**config.mk**
```make
export PLATFORM = sky130hd
export DESIGN_NAME = cgtm_queue
export DESIGN_NICKNAME = d
export VERILOG_FILES = /design/src/design/cgtm_pkg.sv /design/src/design/cgtm_queue.sv
export SDC_FILE = /design/constraint.sdc
export NUM_CORES = 1
export LEC_CHECK = 0
export ABC_AREA = 1
export BUFFER_PORTS_ARGS = -buffer_cell sky130_fd_sc_hd__buf_2
export CORE_MARGIN = 3
export CORE_UTILIZATION = 30
export CTS_CLUSTER_DIAMETER = 60
export CTS_CLUSTER_SIZE = 16
export DETAILED_ROUTE_END_ITERATION = 8
export PLACE_DENSITY_LB_ADDON = 0.25
export REMOVE_ABC_BUFFERS = 1
export SKIP_LAST_GASP = 1
export SYNTH_ARGS = -nofsm -noshare
export SYNTH_HDL_FRONTEND = slang
export SYNTH_SLANG_ARGS = --single-unit
```
**constraint.sdc**
```tcl
create_clock -name clk -period 20.1 [get_ports clk]
set_clock_uncertainty 0.2 [all_clocks]
set_input_delay 2.01 -clock clk [delete_from_list [all_inputs] [get_ports clk]]
set_output_delay 2.01 -clock clk [all_outputs]
set_load 0.02 [all_outputs]
```
**src/design/cgtm_pkg.sv**
```systemverilog
// Shared types, constants and a helper function of the coaxial gimbal thrust mixer.
`timescale 1ns / 1ps
`default_nettype none
package cgtm_pkg;

	// Depth of the queue between the front end and the solver.
	localparam int unsigned DEF_QUEUE_DEPTH = 2;

	// Configuration port.
	localparam int unsigned CFG_IDX_W = 3;
	localparam int unsigned CFG_DATA_W = 32;

	localparam logic [CFG_IDX_W-1:0] REG_LIFT_GAIN   = 3'd0;
	localparam logic [CFG_IDX_W-1:0] REG_DRAG_GAIN   = 3'd1;
	localparam logic [CFG_IDX_W-1:0] REG_LIFT_OFFSET = 3'd2;
	localparam logic [CFG_IDX_W-1:0] REG_DRAG_OFFSET = 3'd3;
	localparam logic [CFG_IDX_W-1:0] REG_LEVER_ARM   = 3'd4;
	localparam logic [CFG_IDX_W-1:0] REG_MAX_THRUST  = 3'd5;
	localparam logic [CFG_IDX_W-1:0] REG_MAX_MOMENT  = 3'd6;
	localparam logic [CFG_IDX_W-1:0] REG_SERVO_LIMIT = 3'd7;

	// Reset values, Q16.16.
	localparam logic [30:0] RST_LIFT_GAIN   = 31'd672694;
	localparam logic [30:0] RST_DRAG_GAIN   = 31'd13972;
	localparam logic [31:0] RST_LIFT_OFFSET = 32'hFFFD_073F;
	localparam logic [31:0] RST_DRAG_OFFSET = 32'd282;
	localparam logic [30:0] RST_LEVER_ARM   = 31'd1966;
	localparam logic [30:0] RST_MAX_THRUST  = 31'd983040;
	localparam logic [30:0] RST_MAX_MOMENT  = 31'd6554;
	localparam logic [30:0] RST_SERVO_LIMIT = 31'd1966080;

	// Minimum thrust (0.1) and the radian to degree factor, Q16.16.
	localparam logic [30:0] MIN_THRUST = 31'd6554;
	localparam logic [21:0] RAD_TO_DEG = 22'd3754936;

	typedef struct packed {
		logic [30:0] lift_gain;
		logic [30:0] drag_gain;
		logic [31:0] lift_offset;
		logic [31:0] drag_offset;
		logic [30:0] lever_arm;
		logic [30:0] max_thrust;
		logic [30:0] max_moment;
		logic [30:0] servo_limit;
	} cgtm_cfg_t;

	// One demand set after the front end has summed and clamped it.
	typedef struct packed {
		logic [30:0] thrust;
		logic [31:0] yaw;
		logic [31:0] roll;
		logic [31:0] pitch;
		logic        thrust_low;
		logic        thrust_high;
		logic        roll_hit;
		logic        pitch_hit;
	} cgtm_item_t;

	typedef struct packed {
		logic [31:0] servo_x_angle;
		logic [31:0] servo_y_angle;
		logic [31:0] upper_rotor_cmd;
		logic [31:0] lower_rotor_cmd;
		logic        thrust_low_hit;
		logic        thrust_high_hit;
		logic        yaw_hit;
		logic        roll_hit;
		logic        pitch_hit;
	} cgtm_result_t;

	// Saturate a wide two's complement value to the signed 32-bit range.
	function automatic logic [31:0] sat32(input logic [50:0] x);
		logic fits;
		fits = (&x[50:31]) || !(|x[50:31]);
		if (fits) begin
			return x[31:0];
		end
		return x[50] ? 32'h8000_0000 : 32'h7FFF_FFFF;
	endfunction

endpackage
`default_nettype wire

```
**src/design/cgtm_queue.sv**
```systemverilog
// Short first-in first-out queue of classified demand sets.
`timescale 1ns / 1ps
`default_nettype none
module cgtm_queue
	import cgtm_pkg::*;
#(
	parameter int unsigned DEPTH = DEF_QUEUE_DEPTH
) (
	input  wire logic       clk,
	input  wire logic       arst_n,
	input  wire logic       push,
	input  cgtm_item_t      push_item,
	input  wire logic       pop,
	output cgtm_item_t      pop_item,
	output logic            full,
	output logic            empty
);
	localparam int unsigned PW = (DEPTH > 1) ? $clog2(DEPTH) : 1;
	localparam int unsigned CW = $clog2(DEPTH + 1);

	cgtm_item_t    mem_q [DEPTH];
	logic [PW-1:0] wr_ptr_q;
	logic [PW-1:0] rd_ptr_q;
	logic [CW-1:0] count_q;
	logic          do_push;
	logic          do_pop;

	assign full     = count_q == CW'(DEPTH);
	assign empty    = count_q == '0;
	assign do_push  = push && !full;
	assign do_pop   = pop && !empty;
	assign pop_item = mem_q[rd_ptr_q];

	always_ff @(posedge clk or negedge arst_n) begin
		if (!arst_n) begin
			wr_ptr_q <= '0;
			rd_ptr_q <= '0;
			count_q  <= '0;
		end else begin
			if (do_push) begin
				wr_ptr_q <= (wr_ptr_q == PW'(DEPTH - 1)) ? '0 : wr_ptr_q + 1'b1;
			end
			if (do_pop) begin
				rd_ptr_q <= (rd_ptr_q == PW'(DEPTH - 1)) ? '0 : rd_ptr_q + 1'b1;
			end
			if (do_push && !do_pop) begin
				count_q <= count_q + 1'b1;
			end else if (do_pop && !do_push) begin
				count_q <= count_q - 1'b1;
			end
		end
	end

	always_ff @(posedge clk) begin
		if (do_push) begin
			mem_q[wr_ptr_q] <= push_item;
		end
	end

endmodule
`default_nettype wire

```
-- Word-level counts from Yosys, hierarchy flattened
Memory sizes are Yosys's and may differ from the RTL's.
Index checks and enable logic that the tools add are counted.
- register bits after elaboration: 4
- word-level logic and storage cells: 25
- output and inout port bits: 133
- RAM bits: 262
- memories kept: 1
- reduce and logical (&&, ||, !) cells: 10
- equality and inequality tests: 1
- mux-type cells: 6
- add/subtract/negate cells: 4
- memories (memory ; words ; width ; rd ports ; clocked after Yosys merged registers in ; write ports ; line ; source):
    mem_q ; 2 ; 131 ; 1 ; 0 ; 1 ; cgtm_queue.sv:21 ; cgtm_item_t mem_q [DEPTH];
- operators with widths (operator ; count):
    logical AND 1 bit ; 4
    logical NOT 1 bit ; 4
    two-way mux 1 bit ; 4
    two-way mux 2 bit ; 2
    adder 1 bit, second input constant ; 2
    adder 2 x 1 -> 2 bit, second input constant ; 1
    == test 2 bit, second input constant ; 1
    logical NOT 2 bit ; 1
    nonzero test 2 bit ; 1
    subtractor 2 x 1 -> 2 bit, second input constant ; 1

-- Longest topological paths before layout
- depth in word-level cells: 7
- depth in mapped cells: 9

-- Worst setup path before layout
OpenSTA, ideal clock, no wires.
- path type: in2reg
- start point: in push
- end point: mem mem_q[1][0] in the netlist's numbering (enable)
- slack: 11719 ps
- data arrival time: 7558 ps
- data required time: 19277 ps
- cell stages on the path: 2
- path buffers: 0
- cell sequence: o21ai_0 nor2_1
- cells in the longest elaborated chain, start to end: 3
- ends and longest elaborated chain (item ; line ; source):
    from (decl) ; cgtm_queue.sv:11 ; input wire logic push,
    logical AND 1 bit ; cgtm_queue.sv:30 ; assign do_push = push && !full;
    two-way mux 1 bit ; cgtm_queue.sv:55 ; if (do_push) begin
    two-way mux 1 bit (not written as such) ; cgtm_queue.sv:56 ; mem_q[wr_ptr_q] <= push_item;
    to (decl) ; cgtm_queue.sv:21 ;
No other way between the ends.

==> key figures <==
Min path
  • Hold Path Class: reg2reg

STA
  • # setup viols final: 0
  • RSZ-0062 raised after global routing: false
  • WHS: about 290 ps
  • Worst slew margin: 30.2%
  • Final setup TNS: 0 ps
  • Max Slew Vio Count: 0
  • Fin. Hold Viols: 0
  • Fmax achieved: 188 MHz
  • Slew of the pin with the lowest slew margin: 1050 ps
  • Tmin final: ~5300 ps
  • Final period utilization: between 20% and 30%

Placed design
  • IO Port Bufs: ~270
  • Routability cong.: around 0.71
  • DP Area: roughly 0.012 mm²
  • Dpl hpwl: between 10 and 15 mm
  • Inst Count DP: about 1400

GRT
  • Tot GR Track Use: between 10% and 20%
  • Vias in the first global route: 5924
  • First-pass GRT wire length: 33.5 mm
  • Antenna violations before repair: 7
  • GRT overflow: 0
  • Pin count of the biggest net entering global routing: 81

Setup path
  • Critical Path AT: 3110 ps
  • Crit path largest cell delay: 730 ps
  • CP Launch Type: flop
  • Req. time, crit path: roughly 18000 ps
  • CP max-delay cell: dfrtp_4
  • CP top delay family: buffers and inverters
  • CP Class: reg2out
  • Nature of the critical path endpoint: output pin
  • Worst path cell trace: inv_4 -> buf_4 -> nand2_1 -> nand2_1 -> buf_2
  • Crit path buf inv count: 3
  • Most common cell on crit path: nand2_1
  • Max FO, Critical Path: 80

Synth
  • Avg Cell Area, Syn: 13.7 µm²
  • Top cell type's share of synthesized area: about 80%
  • #FFs+latches synth: roughly 270
  • Synth cell count leaders: nand2_1, edfxtp_1, buf_2, buf_4, buf_6
  • Area leader, netlist: edfxtp_1
  • Post-synth EDFFs: 262
  • Count leader, synth: nand2_1
  • Post-Syn Area: ~0.01 mm²
  • Number of synthesis warnings: 0
  • Unique masters post-synth: 15
  • Main flop type after synthesis: edfxtp_1
  • Post-synth ARST share: around 1.5%
  • Sequential share of the synthesized area: 81.3%
  • Synth top area cells: edfxtp_1, nand2_1, buf_6, dfrtp_1, buf_4
  • Post-Synthesis Cells: about 720

Clocking
  • Total CTS buffers: 25
  • Worst-path clk slew: 60 ps
  • Post_cts resized: 0
  • CTS Root Buffer Type: clkbuf_16
  • CTS tree: done
  • Clk sinks: around 270
  • Setup Buffers After CTS: 0
  • Hold Buf Count CTS: 0
  • H-tree depth: 1
  • Clock latency at the later pin of the worst-skew pair: approximately 510 ps
  • Max clock buf depth: 3

Detailed routing
  • DRC violations left: 0
  • Final antenna-violating net count: 0
  • DR pass1 iterations: 6
  • DR vias/cell: 4.17
  • Initial DRC Count: approximately 320
  • Via Count: 5988
  • DRT Wirelength: about 22 mm
  • Wire per inst: around 15 µm

Floorplan
  • Total I/O pin count: approximately 270
  • Die width: about 190 µm
  • Die area: 0.0349 mm²
  • Placeable Area: between 0.03 and 0.04 mm²
  • Initial core utilization: between 30% and 40%
  • Row cnt: 65
  • Vert. Die Dim: about 190 µm

Power and ir drop
  • Internal power: 1.24 mW
  • Final Power: ~2.0 mW
  • Power Density: approximately 160 mW/mm²
  • Clk pwr share: roughly a quarter
  • Sequential share of power: between 40% and 50%
  • Switching Share: about 37%
  • Switch Pwr: roughly 0.72 mW
  • Logic pwr share: about a third
  • Static leakage: 5.26 nW
  • VDD IR max: ~0.10 mV

Final layout
  • Final net count: about 1100
  • Share of cells above drive strength 1: 31.4%
  • Synth-to-layout area growth: 26.5%
  • Final std cells w/o fill: roughly 1400
  • Final Cell Area: roughly 0.012 mm²

Run
  • Max-capacitance violation count: 0

Status
  • Outcome: completed
## metal layers
| layer | GRT usage [%] | up-vias | wire (µm) |
|---|---|---|---|
| met5 | 0 | - | 76 |
| met4 | 3.29 | 12 | 556 |
| met3 | 4.19 | 45 | 1730 |
| met2 | 19.7 | 178 | 10200 |
| met1 | 15.4 | 2797 | 9320 |
| li1 | - | 2956 | - |
## worst register-to-register path, cell delays in order, from the launching register on
cell and delay, ps:
dfrtp_1 450, o21ai_0 230, nor2_4 180, buf_4 680, buf_4 920
## sequential cells by signal, indices dropped and copies added, names as in the netlist
register	count
mem_q	262
count_q	2
rd_ptr_q	1
wr_ptr_q	1
## stage by stage
step | setup WS [ps] | util (%)
2_1_floorplan | 11720 | -
3_5_place_dp | 15260 | 36.1
6_report | 14780 | 38.9
3_3_place_gp | 15280 | 36.1
4_1_cts | 14680 | 38.9
5_1_grt | 14520 | 38.9
## final timing paths
kind / start / end / slack [ps] / cells after the start
worst max-delay path: rd_ptr_q$_DFFE_PN0P_ / pop_item[39] / 14780 / 5
worst min-delay path: wr_ptr_q$_DFFE_PN0P_ / wr_ptr_q$_DFFE_PN0P_ / 290 / 2
worst max register to register: count_q[0]$_DFFE_PN0P_ / mem_q[1][86]$_DFFE_PP_ / 16920 / 4
worst min register to register: wr_ptr_q$_DFFE_PN0P_ / wr_ptr_q$_DFFE_PN0P_ / 290 / 2
max in group asynchronous: arst_n / rd_ptr_q$_DFFE_PN0P_ / 18460 / 1
min in group asynchronous: arst_n / count_q[1]$_DFFE_PN0P_ / 1100 / 1
## cell usage in the layout, fill, tap and decap left out, types with 3 or more instances in the layout
cell type | Yosys | layout
buf_2 | 10 | 267
buf_4 | 10 | 5
bufinv_16 | 0 | 6
clkbuf_16 | 0 | 25
dfrtp_1 | 4 | 3
edfxtp_1 | 262 | 262
inv_1 | 7 | 6
inv_8 | 0 | 3
nand2_1 | 402 | 402
nor2_1 | 4 | 3
## cell families (layout without fill, tap and decap cells)
logic type	after synthesis	after routing	synth area share, %
AND/OR/NAND/NOR	409	409	15.7
flip-flops	266	266	81.3
buffers and inverters	37	320	2.64
AO/OA/AOI/OAI	2	2	0.102
adder cells (fa/ha/maj)	1	1	0.128
XOR/XNOR	1	1	0.0894
other	0	2	0
## cell type report
cell class                 instances  area, µm²
inverter                           8       37.5
antenna                            2       5.00
sequential                       266       7970
tap                              435        544
timing repair buffer             272       1370
clock buffer                      26        629
fill                            3146      19500
clock inverter                    14        259
multi-input combinational        413       1580
## power by group through the flow
stage | clock network, mW | registers [mW] | logic (mW)
2_1_floorplan | 0 | 0.835 | 0.405
3_3_place_gp | 0 | 0.814 | 0.666
3_5_place_dp | 0 | 0.817 | 0.668
4_1_cts | 0.529 | 0.805 | 0.670
5_1_grt | 0.550 | 0.815 | 0.717
6_report | 0.509 | 0.803 | 0.650
Power figures use the tool's default switching activity.
