<file path="config.mk">
export PLATFORM = sky130hd
export DESIGN_NAME = cgtm_front
export DESIGN_NICKNAME = d
export VERILOG_FILES = /design/src/design/cgtm_pkg.sv /design/src/design/cgtm_front.sv
export SDC_FILE = /design/constraint.sdc
export NUM_CORES = 1
export LEC_CHECK = 0
export BUFFER_PORTS_ARGS = -buffer_cell sky130_fd_sc_hd__buf_2
export CAP_MARGIN = 5
export CORE_MARGIN = 5
export CORE_UTILIZATION = 30
export CTS_CLUSTER_DIAMETER = 80
export DETAILED_ROUTE_END_ITERATION = 16
export PLACE_DENSITY = 0.61
export SKIP_CTS_REPAIR_TIMING = 1
export SLEW_MARGIN = 40
export SYNTH_ARGS = -nofsm -noshare
export SYNTH_HDL_FRONTEND = slang
export SYNTH_SLANG_ARGS = --single-unit
</file>
<file path="constraint.sdc">
create_clock -name clk -period 12.9 [get_ports clk]
set_input_delay 0 -clock clk [delete_from_list [all_inputs] [get_ports clk]]
set_output_delay 0 -clock clk [all_outputs]
set_load 0.05 [all_outputs]
</file>
<file path="src/design/cgtm_pkg.sv">
// Shared types, constants and a helper function of the coaxial gimbal thrust mixer.
`timescale 1ns / 1ps
`default_nettype none
package cgtm_pkg;

	// Depth of the queue between the front end and the solver.
	localparam int unsigned DEF_QUEUE_DEPTH = 2;

	// Configuration port.
	localparam int unsigned CFG_IDX_W = 3;
	localparam int unsigned CFG_DATA_W = 32;

	localparam logic [CFG_IDX_W-1:0] REG_LIFT_GAIN   = 3'd0;
	localparam logic [CFG_IDX_W-1:0] REG_DRAG_GAIN   = 3'd1;
	localparam logic [CFG_IDX_W-1:0] REG_LIFT_OFFSET = 3'd2;
	localparam logic [CFG_IDX_W-1:0] REG_DRAG_OFFSET = 3'd3;
	localparam logic [CFG_IDX_W-1:0] REG_LEVER_ARM   = 3'd4;
	localparam logic [CFG_IDX_W-1:0] REG_MAX_THRUST  = 3'd5;
	localparam logic [CFG_IDX_W-1:0] REG_MAX_MOMENT  = 3'd6;
	localparam logic [CFG_IDX_W-1:0] REG_SERVO_LIMIT = 3'd7;

	// Reset values, Q16.16.
	localparam logic [30:0] RST_LIFT_GAIN   = 31'd672694;
	localparam logic [30:0] RST_DRAG_GAIN   = 31'd13972;
	localparam logic [31:0] RST_LIFT_OFFSET = 32'hFFFD_073F;
	localparam logic [31:0] RST_DRAG_OFFSET = 32'd282;
	localparam logic [30:0] RST_LEVER_ARM   = 31'd1966;
	localparam logic [30:0] RST_MAX_THRUST  = 31'd983040;
	localparam logic [30:0] RST_MAX_MOMENT  = 31'd6554;
	localparam logic [30:0] RST_SERVO_LIMIT = 31'd1966080;

	// Minimum thrust (0.1) and the radian to degree factor, Q16.16.
	localparam logic [30:0] MIN_THRUST = 31'd6554;
	localparam logic [21:0] RAD_TO_DEG = 22'd3754936;

	typedef struct packed {
		logic [30:0] lift_gain;
		logic [30:0] drag_gain;
		logic [31:0] lift_offset;
		logic [31:0] drag_offset;
		logic [30:0] lever_arm;
		logic [30:0] max_thrust;
		logic [30:0] max_moment;
		logic [30:0] servo_limit;
	} cgtm_cfg_t;

	// One demand set after the front end has summed and clamped it.
	typedef struct packed {
		logic [30:0] thrust;
		logic [31:0] yaw;
		logic [31:0] roll;
		logic [31:0] pitch;
		logic        thrust_low;
		logic        thrust_high;
		logic        roll_hit;
		logic        pitch_hit;
	} cgtm_item_t;

	typedef struct packed {
		logic [31:0] servo_x_angle;
		logic [31:0] servo_y_angle;
		logic [31:0] upper_rotor_cmd;
		logic [31:0] lower_rotor_cmd;
		logic        thrust_low_hit;
		logic        thrust_high_hit;
		logic        yaw_hit;
		logic        roll_hit;
		logic        pitch_hit;
	} cgtm_result_t;

	// Saturate a wide two's complement value to the signed 32-bit range.
	function automatic logic [31:0] sat32(input logic [50:0] x);
		logic fits;
		fits = (&x[50:31]) || !(|x[50:31]);
		if (fits) begin
			return x[31:0];
		end
		return x[50] ? 32'h8000_0000 : 32'h7FFF_FFFF;
	endfunction

endpackage
`default_nettype wire

</file>
<file path="src/design/cgtm_front.sv">
// Front end: takes demand sets, sums feed-forward terms and applies the thrust and moment clamps.
`timescale 1ns / 1ps
`default_nettype none
module cgtm_front
	import cgtm_pkg::*;
(
	input  wire logic        clk,
	input  wire logic        arst_n,
	input  wire logic        start,
	input  wire logic [31:0] throttle_demand,
	input  wire logic [31:0] roll_demand,
	input  wire logic [31:0] roll_feedfwd,
	input  wire logic [31:0] pitch_demand,
	input  wire logic [31:0] pitch_feedfwd,
	input  wire logic [31:0] yaw_demand,
	input  wire logic [31:0] yaw_feedfwd,
	input  wire logic [30:0] max_thrust,
	input  wire logic [30:0] max_moment,
	input  wire logic        q_full,
	output logic             q_push,
	output cgtm_item_t       q_item,
	output logic             busy
);
	logic       valid_s1;
	cgtm_item_t item_s1;
	cgtm_item_t item_next;
	logic       accept;
	logic [32:0] roll_c;
	logic [32:0] pitch_c;

	function automatic logic [31:0] sat_add(input logic [31:0] a, input logic [31:0] b);
		logic [50:0] s;
		s = {{19{a[31]}}, a} + {{19{b[31]}}, b};
		return sat32(s);
	endfunction

	// Returns {hit, value}: the value limited to +/- lim in magnitude.
	function automatic logic [32:0] clamp_mom(input logic [31:0] x, input logic [30:0] lim);
		logic [31:0] mag;
		logic [31:0] lim_w;
		mag   = x[31] ? (32'd0 - x) : x;
		lim_w = {1'b0, lim};
		if (mag > lim_w) begin
			return {1'b1, x[31] ? (32'd0 - lim_w) : lim_w};
		end
		return {1'b0, x};
	endfunction

	assign roll_c  = clamp_mom(sat_add(roll_demand, roll_feedfwd), max_moment);
	assign pitch_c = clamp_mom(sat_add(pitch_demand, pitch_feedfwd), max_moment);

	always_comb begin
		item_next             = '0;
		item_next.yaw         = sat_add(yaw_demand, yaw_feedfwd);
		item_next.roll        = roll_c[31:0];
		item_next.roll_hit    = roll_c[32];
		item_next.pitch       = pitch_c[31:0];
		item_next.pitch_hit   = pitch_c[32];
		// The maximum test only runs when the minimum test passes.
		if ($signed(throttle_demand) < $signed({1'b0, MIN_THRUST})) begin
			item_next.thrust     = MIN_THRUST;
			item_next.thrust_low = 1'b1;
		end else if ($signed(throttle_demand) > $signed({1'b0, max_thrust})) begin
			item_next.thrust      = max_thrust;
			item_next.thrust_high = 1'b1;
		end else begin
			item_next.thrust = throttle_demand[30:0];
		end
	end

	assign busy   = valid_s1 && q_full;
	assign accept = start && !busy;
	assign q_push = valid_s1 && !q_full;
	assign q_item = item_s1;

	always_ff @(posedge clk or negedge arst_n) begin
		if (!arst_n) begin
			valid_s1 <= 1'b0;
		end else if (accept) begin
			valid_s1 <= 1'b1;
		end else if (q_push) begin
			valid_s1 <= 1'b0;
		end
	end

	always_ff @(posedge clk) begin
		if (accept) begin
			item_s1 <= item_next;
		end
	end

endmodule
`default_nettype wire

</file>
# ---- Word-level counts from Yosys, hierarchy flattened
# Cells that the tools add are included.
dict set report totals {
  regBits 132
  input_bits 290
  output_inout_bits 133
  wordCells 64
}
dict set report op_classes {
  n_addsub 6
  n_lt_le_gt_ge 4
  mux 27
  reduce_logical 18
}
# cell n
set ops {}
lappend ops {{two-way mux 32 bit} 15}
lappend ops {{adder 32 x 32 -> 33 bit} 3}
lappend ops {{two-way mux 33 bit} 2}
lappend ops {{> comparator 32 x 31 -> 1 bit} 2}
lappend ops {{subtractor 1 x 32 -> 32 bit, first input constant} 2}
lappend ops {{AND reduction 20 bit} 3}
lappend ops {{OR reduction 20 bit} 3}
lappend ops {{> comparator 32 bit} 1}
lappend ops {{< comparator 32 x 14 -> 1 bit, second input constant} 1}
lappend ops {{subtractor 1 x 31 -> 32 bit, first input constant} 1}
lappend ops {{two-way mux 31 bit} 1}
lappend ops {{two-way mux 1 bit} 9}
lappend ops {{logical NOT 1 bit} 5}
lappend ops {{logical AND 1 bit} 3}
lappend ops {{logical OR 1 bit} 3}
lappend ops {{nonzero test 2 bit} 1}

# ---- Logic depth before layout (Yosys ltp)
dict set report depth {
  word_depth 11
  mapped_depth 40
  mapped_depth_nobuf 36
}

# ---- Least setup slack after synthesis
# OpenSTA, ideal clock, no wires.
dict set report synth_timing {
  path_type {in2reg}
  startpoint {input port pitch_demand[0]}
  endpoint {register item_s1 (netlist bit q_item[24]) (data pin)}
  setup_ps 262
  t_arrival_ps 8395
  required_time_ps 12638
  path_slack_ps 4243
  path_stages 37
  n_path_buf 6
  path_cell_list {ha_1 > fa_1 > a211oi_2 > o21ai_2 > and3_1 > or4b_4 > and2_1 > buf_6 > xnor2_1 > inv_1 > clkbuf_1 > clkbuf_1 > ha_1 > clkbuf_1 > clkbuf_1 > and2_1 > mux2_2 > clkbuf_1 > a21oi_1 > ha_1 > nand2_1 > nor3_1 > nand2b_1 > a211o_1 > or3_1 > o31ai_1 > xor2_1 > ha_1 > nand4_1 > nor3_1 > nand2_1 > o21ai_0 > nor2_1 > a311oi_1 > a41oi_4 > inv_6 > mux2_1}
}
# element line_no
set synth_rtl {}
lappend synth_rtl {{from (decl)} cgtm_front.sv:13} ;# input wire logic [31:0] pitch_demand,
lappend synth_rtl {{to (signal assigned)} cgtm_front.sv:88} ;# item_s1 <= item_next;
lappend synth_rtl {{to (decl)} cgtm_front.sv:25} ;# cgtm_item_t item_s1;

==> out/qor.yml <==
timing:
  period_share_pct: 68.3
  max_freq_mhz: 113
  fin_ws_ns: 4.08
  fin_hold_ws_ns: -0.0126
  hold_viol_final: 1
  tns_ns: 0
  worstMarginPinSlew_ns: 0.851
  rsz0062_at_grt: "false"
  finalCriticalPeriod_ns: 8.82
  relSlewSlack_pct: 43.2
  setup_viol: 0
  drv_slew: 0
  finalClockSkew_ns: 0.0159
global_route:
  antenna_found_initial: 9
  grt_pass1_wl_mm: 95.0
  grt_usage_pct: 20.0
  grt_pass1_vias: 16700
  grt_overflow: 0
  grt_max_degree: 67
floorplanning:
  rows: 86
  die_h_um: 247
  die_area_um2: 60900
  num_io_pins: 423
  start_util_pct: 30.4
  fp.coreArea_um2: 55300
  die_width_um: 247
setup_path:
  end_kind: "register"
  cpMostUsedCell: "a21o_1"
  start_kind: "primary input"
  crit_start: "pitch_demand[0]"
  critPathSlowestCell: "nor4_1"
  critPathMaxFanout: 39
  max_stage_delay_ns: 0.65
  cp.required_ns: 13.10
  r2r_start: "valid_s1"
  ff2ff_setup_slack_ns: 10.63
  arrival_ns: 9.02
  crit_type: "primary input to register"
clock_network:
  cts-root-buf: "clkbuf_16"
  cts.clk_slew.worst_paths_ns: 0.06
  cts_max_path_buffers: 2
  clock-sinks: 132
  clkLatencyLatePin_ns: 0.47
  cts_buffers: 17
  cts.htree.levels: 4
  cts_tree: "yes"
routing:
  drt_pass1_iterations: 5
  vias_per_cell: 5.40
  drtAntennaViolNets: 0
  drc_errors: 0
  avgRoutedWirePerCell_um: 20.0
  wl_mm: 64.8
  dr_total_vias: 17400
  dr.first_iter.drc_count: 1176
run_status:
  failed_checks: "negative hold slack"
  outcome: "finished, violations left"
synthesis:
  synth-seq-cells: 132
  netlist_area_um2: 16800
  ys_types: 92
  syn_nets: 2511
  synthFlopType: "edfxtp_1"
  synth_cells: 2022
  synth_edf_count: 131
  avgSynthCellArea_um2: 8.32
  async_reset_ff_share_pct: 0.758
  ys_seq_area_share_pct: 23.5
  yosysWarnings: 0
min_path:
  hp-start: "max_thrust[12]"
  hold_path.class: "primary input to register"
power_and_ir_drop:
  total_power_mw: 3.53
  ir_worst_vdd_mv: 0.120
  p_leak_nw: 9.22
  powerDensity_nw_per_um2: 169
final_layout:
  multi_input_area_um2: 12200
  register_area_um2: 3960
  drive_above_1_share_pct: 21.6
  fin_area_um2: 20900
  fill_cells: 5763
  final_core_util_pct: 37.9
  nets: 2953
  syn_to_final_growth_pct: 24.5
placement:
  place.gp.congestion: 0.933
  dpl_cell_area_um2: 19700
  post-dp-hpwl_mm: 53.2
  post-place-ws_ns: 3.80
  io_buffer_count: 422
job:
  drv_cap: 0
power by group:
part / switching, mW / internal (mW) / leakage, nW / total, mW
Sequential: 0.0458 / 0.646 / 1.26 / 0.692
Combinational: 1.51 / 0.819 / 7.68 / 2.33
Clock: 0.224 / 0.291 / 0.291 / 0.514
placed cells by master, fill, tap and decap left out, types with 10 or more instances in the layout:
master,instances
nand4_1,36
a21oi_1,162
or3_1,12
or2_2,16
o22ai_1,12
xnor2_1,124
o21bai_1,15
edfxtp_1,131
xor2_1,42
o21a_1,23
a31oi_1,22
o211ai_1,19
nor3_1,51
buf_4,12
or4_1,10
a21o_1,66
ha_1,196
nor2_1,168
nand2_1,189
buf_2,422
dlygate4sd3_1,64
nor2b_1,36
mux2_2,14
nand2b_1,16
nor4_1,14
a211oi_1,25
o31ai_1,23
and2_1,23
mux2i_1,95
inv_1,93
and3_1,20
o21ai_0,114
nand3_1,40
clkbuf_16,17
cells in the mapped netlist (19+ instances only):
master	n	share of area [%]
and2_1	23	0.86
o21ai_0	114	3.4
inv_1	94	2.1
a31oi_1	22	0.82
edfxtp_1	131	23
xnor2_1	124	6.5
mux2i_1	95	5.7
ha_1	196	15
a21o_1	66	2.9
a211oi_1	25	1.1
o31ai_1	23	1.0
o211ai_1	19	0.85
o21a_1	23	1.0
nand4_1	36	1.3
a21oi_1	163	4.8
nor2b_1	37	1.4
and3_1	20	0.74
nand3_1	40	1.2
nor2_1	168	3.7
nand2_1	190	4.2
clkbuf_1	61	1.4
nor3_1	51	1.5
xor2_1	42	2.2
final timing paths:
check | cells after the start | end
worst max-delay path | 36 | q_item[24]
min in group asynchronous | 3 | valid_s1
worst min register to register | 3 | q_item[72]
worst min-delay path | 3 | q_item[112]
max in group asynchronous | 3 | valid_s1
worst max register to register | 4 | q_item[40]
critical path, delay by kind of cell:
family                     cells  cell delay, ns
AOI/OAI and AO/OA             13            2.86
xor gates and xnor gates       2            0.33
adders and majority gates      5            1.44
buffers and inverters          5            0.88
muxes                          2            0.84
and+or+nand+nor                9            2.62
metal layers:
| metal | routed length, µm | track usage, % | vias up | share of wire [%] |
|---|---|---|---|---|
| met4 | 1460 | 5.51 | 4 | 2.3 |
| met3 | 4930 | 4.55 | 91 | 7.6 |
| met5 | 23 | 0 | - | 0.036 |
| met2 | 31200 | 34.6 | 669 | 48 |
| met1 | 27100 | 25.0 | 8294 | 42 |
| li1 | - | - | 8385 | - |
kinds of logic after synthesis:
logic type,share of synthesized area (%)
DFF,23.5
and+or+nand+nor,19.7
buffers and inverters,4.25
xor gates and xnor gates,8.64
adders and majority gates,15.2
AOI/OAI and AO/OA,21.7
muxes,6.99
flip-flops by register name (all words and copies together), names as in the netlist:
register,flops
q_item,131
valid_s1,1
cell type report:
cell class              count  area share, %
clock inverters            14          0.789
inverters                  96           1.74
flip-flops and latches    132           18.9
diodes                      7         0.0837
clock buffers              18           2.05
repair buffers            500           13.7
well taps                 748           4.47
multi-input cells        1717           58.3
metrics by stage:
step | hold WS, ns | std cells
after floorplan | -0.296 | 2022
after global placement | -0.196 | 3129
after detailed placement | -0.195 | 3129
after CTS | -0.733 | 3161
after global routing | 0.00777 | 3225
final | -0.0126 | 3232
No activity file was read; power rests on OpenSTA's default activity.
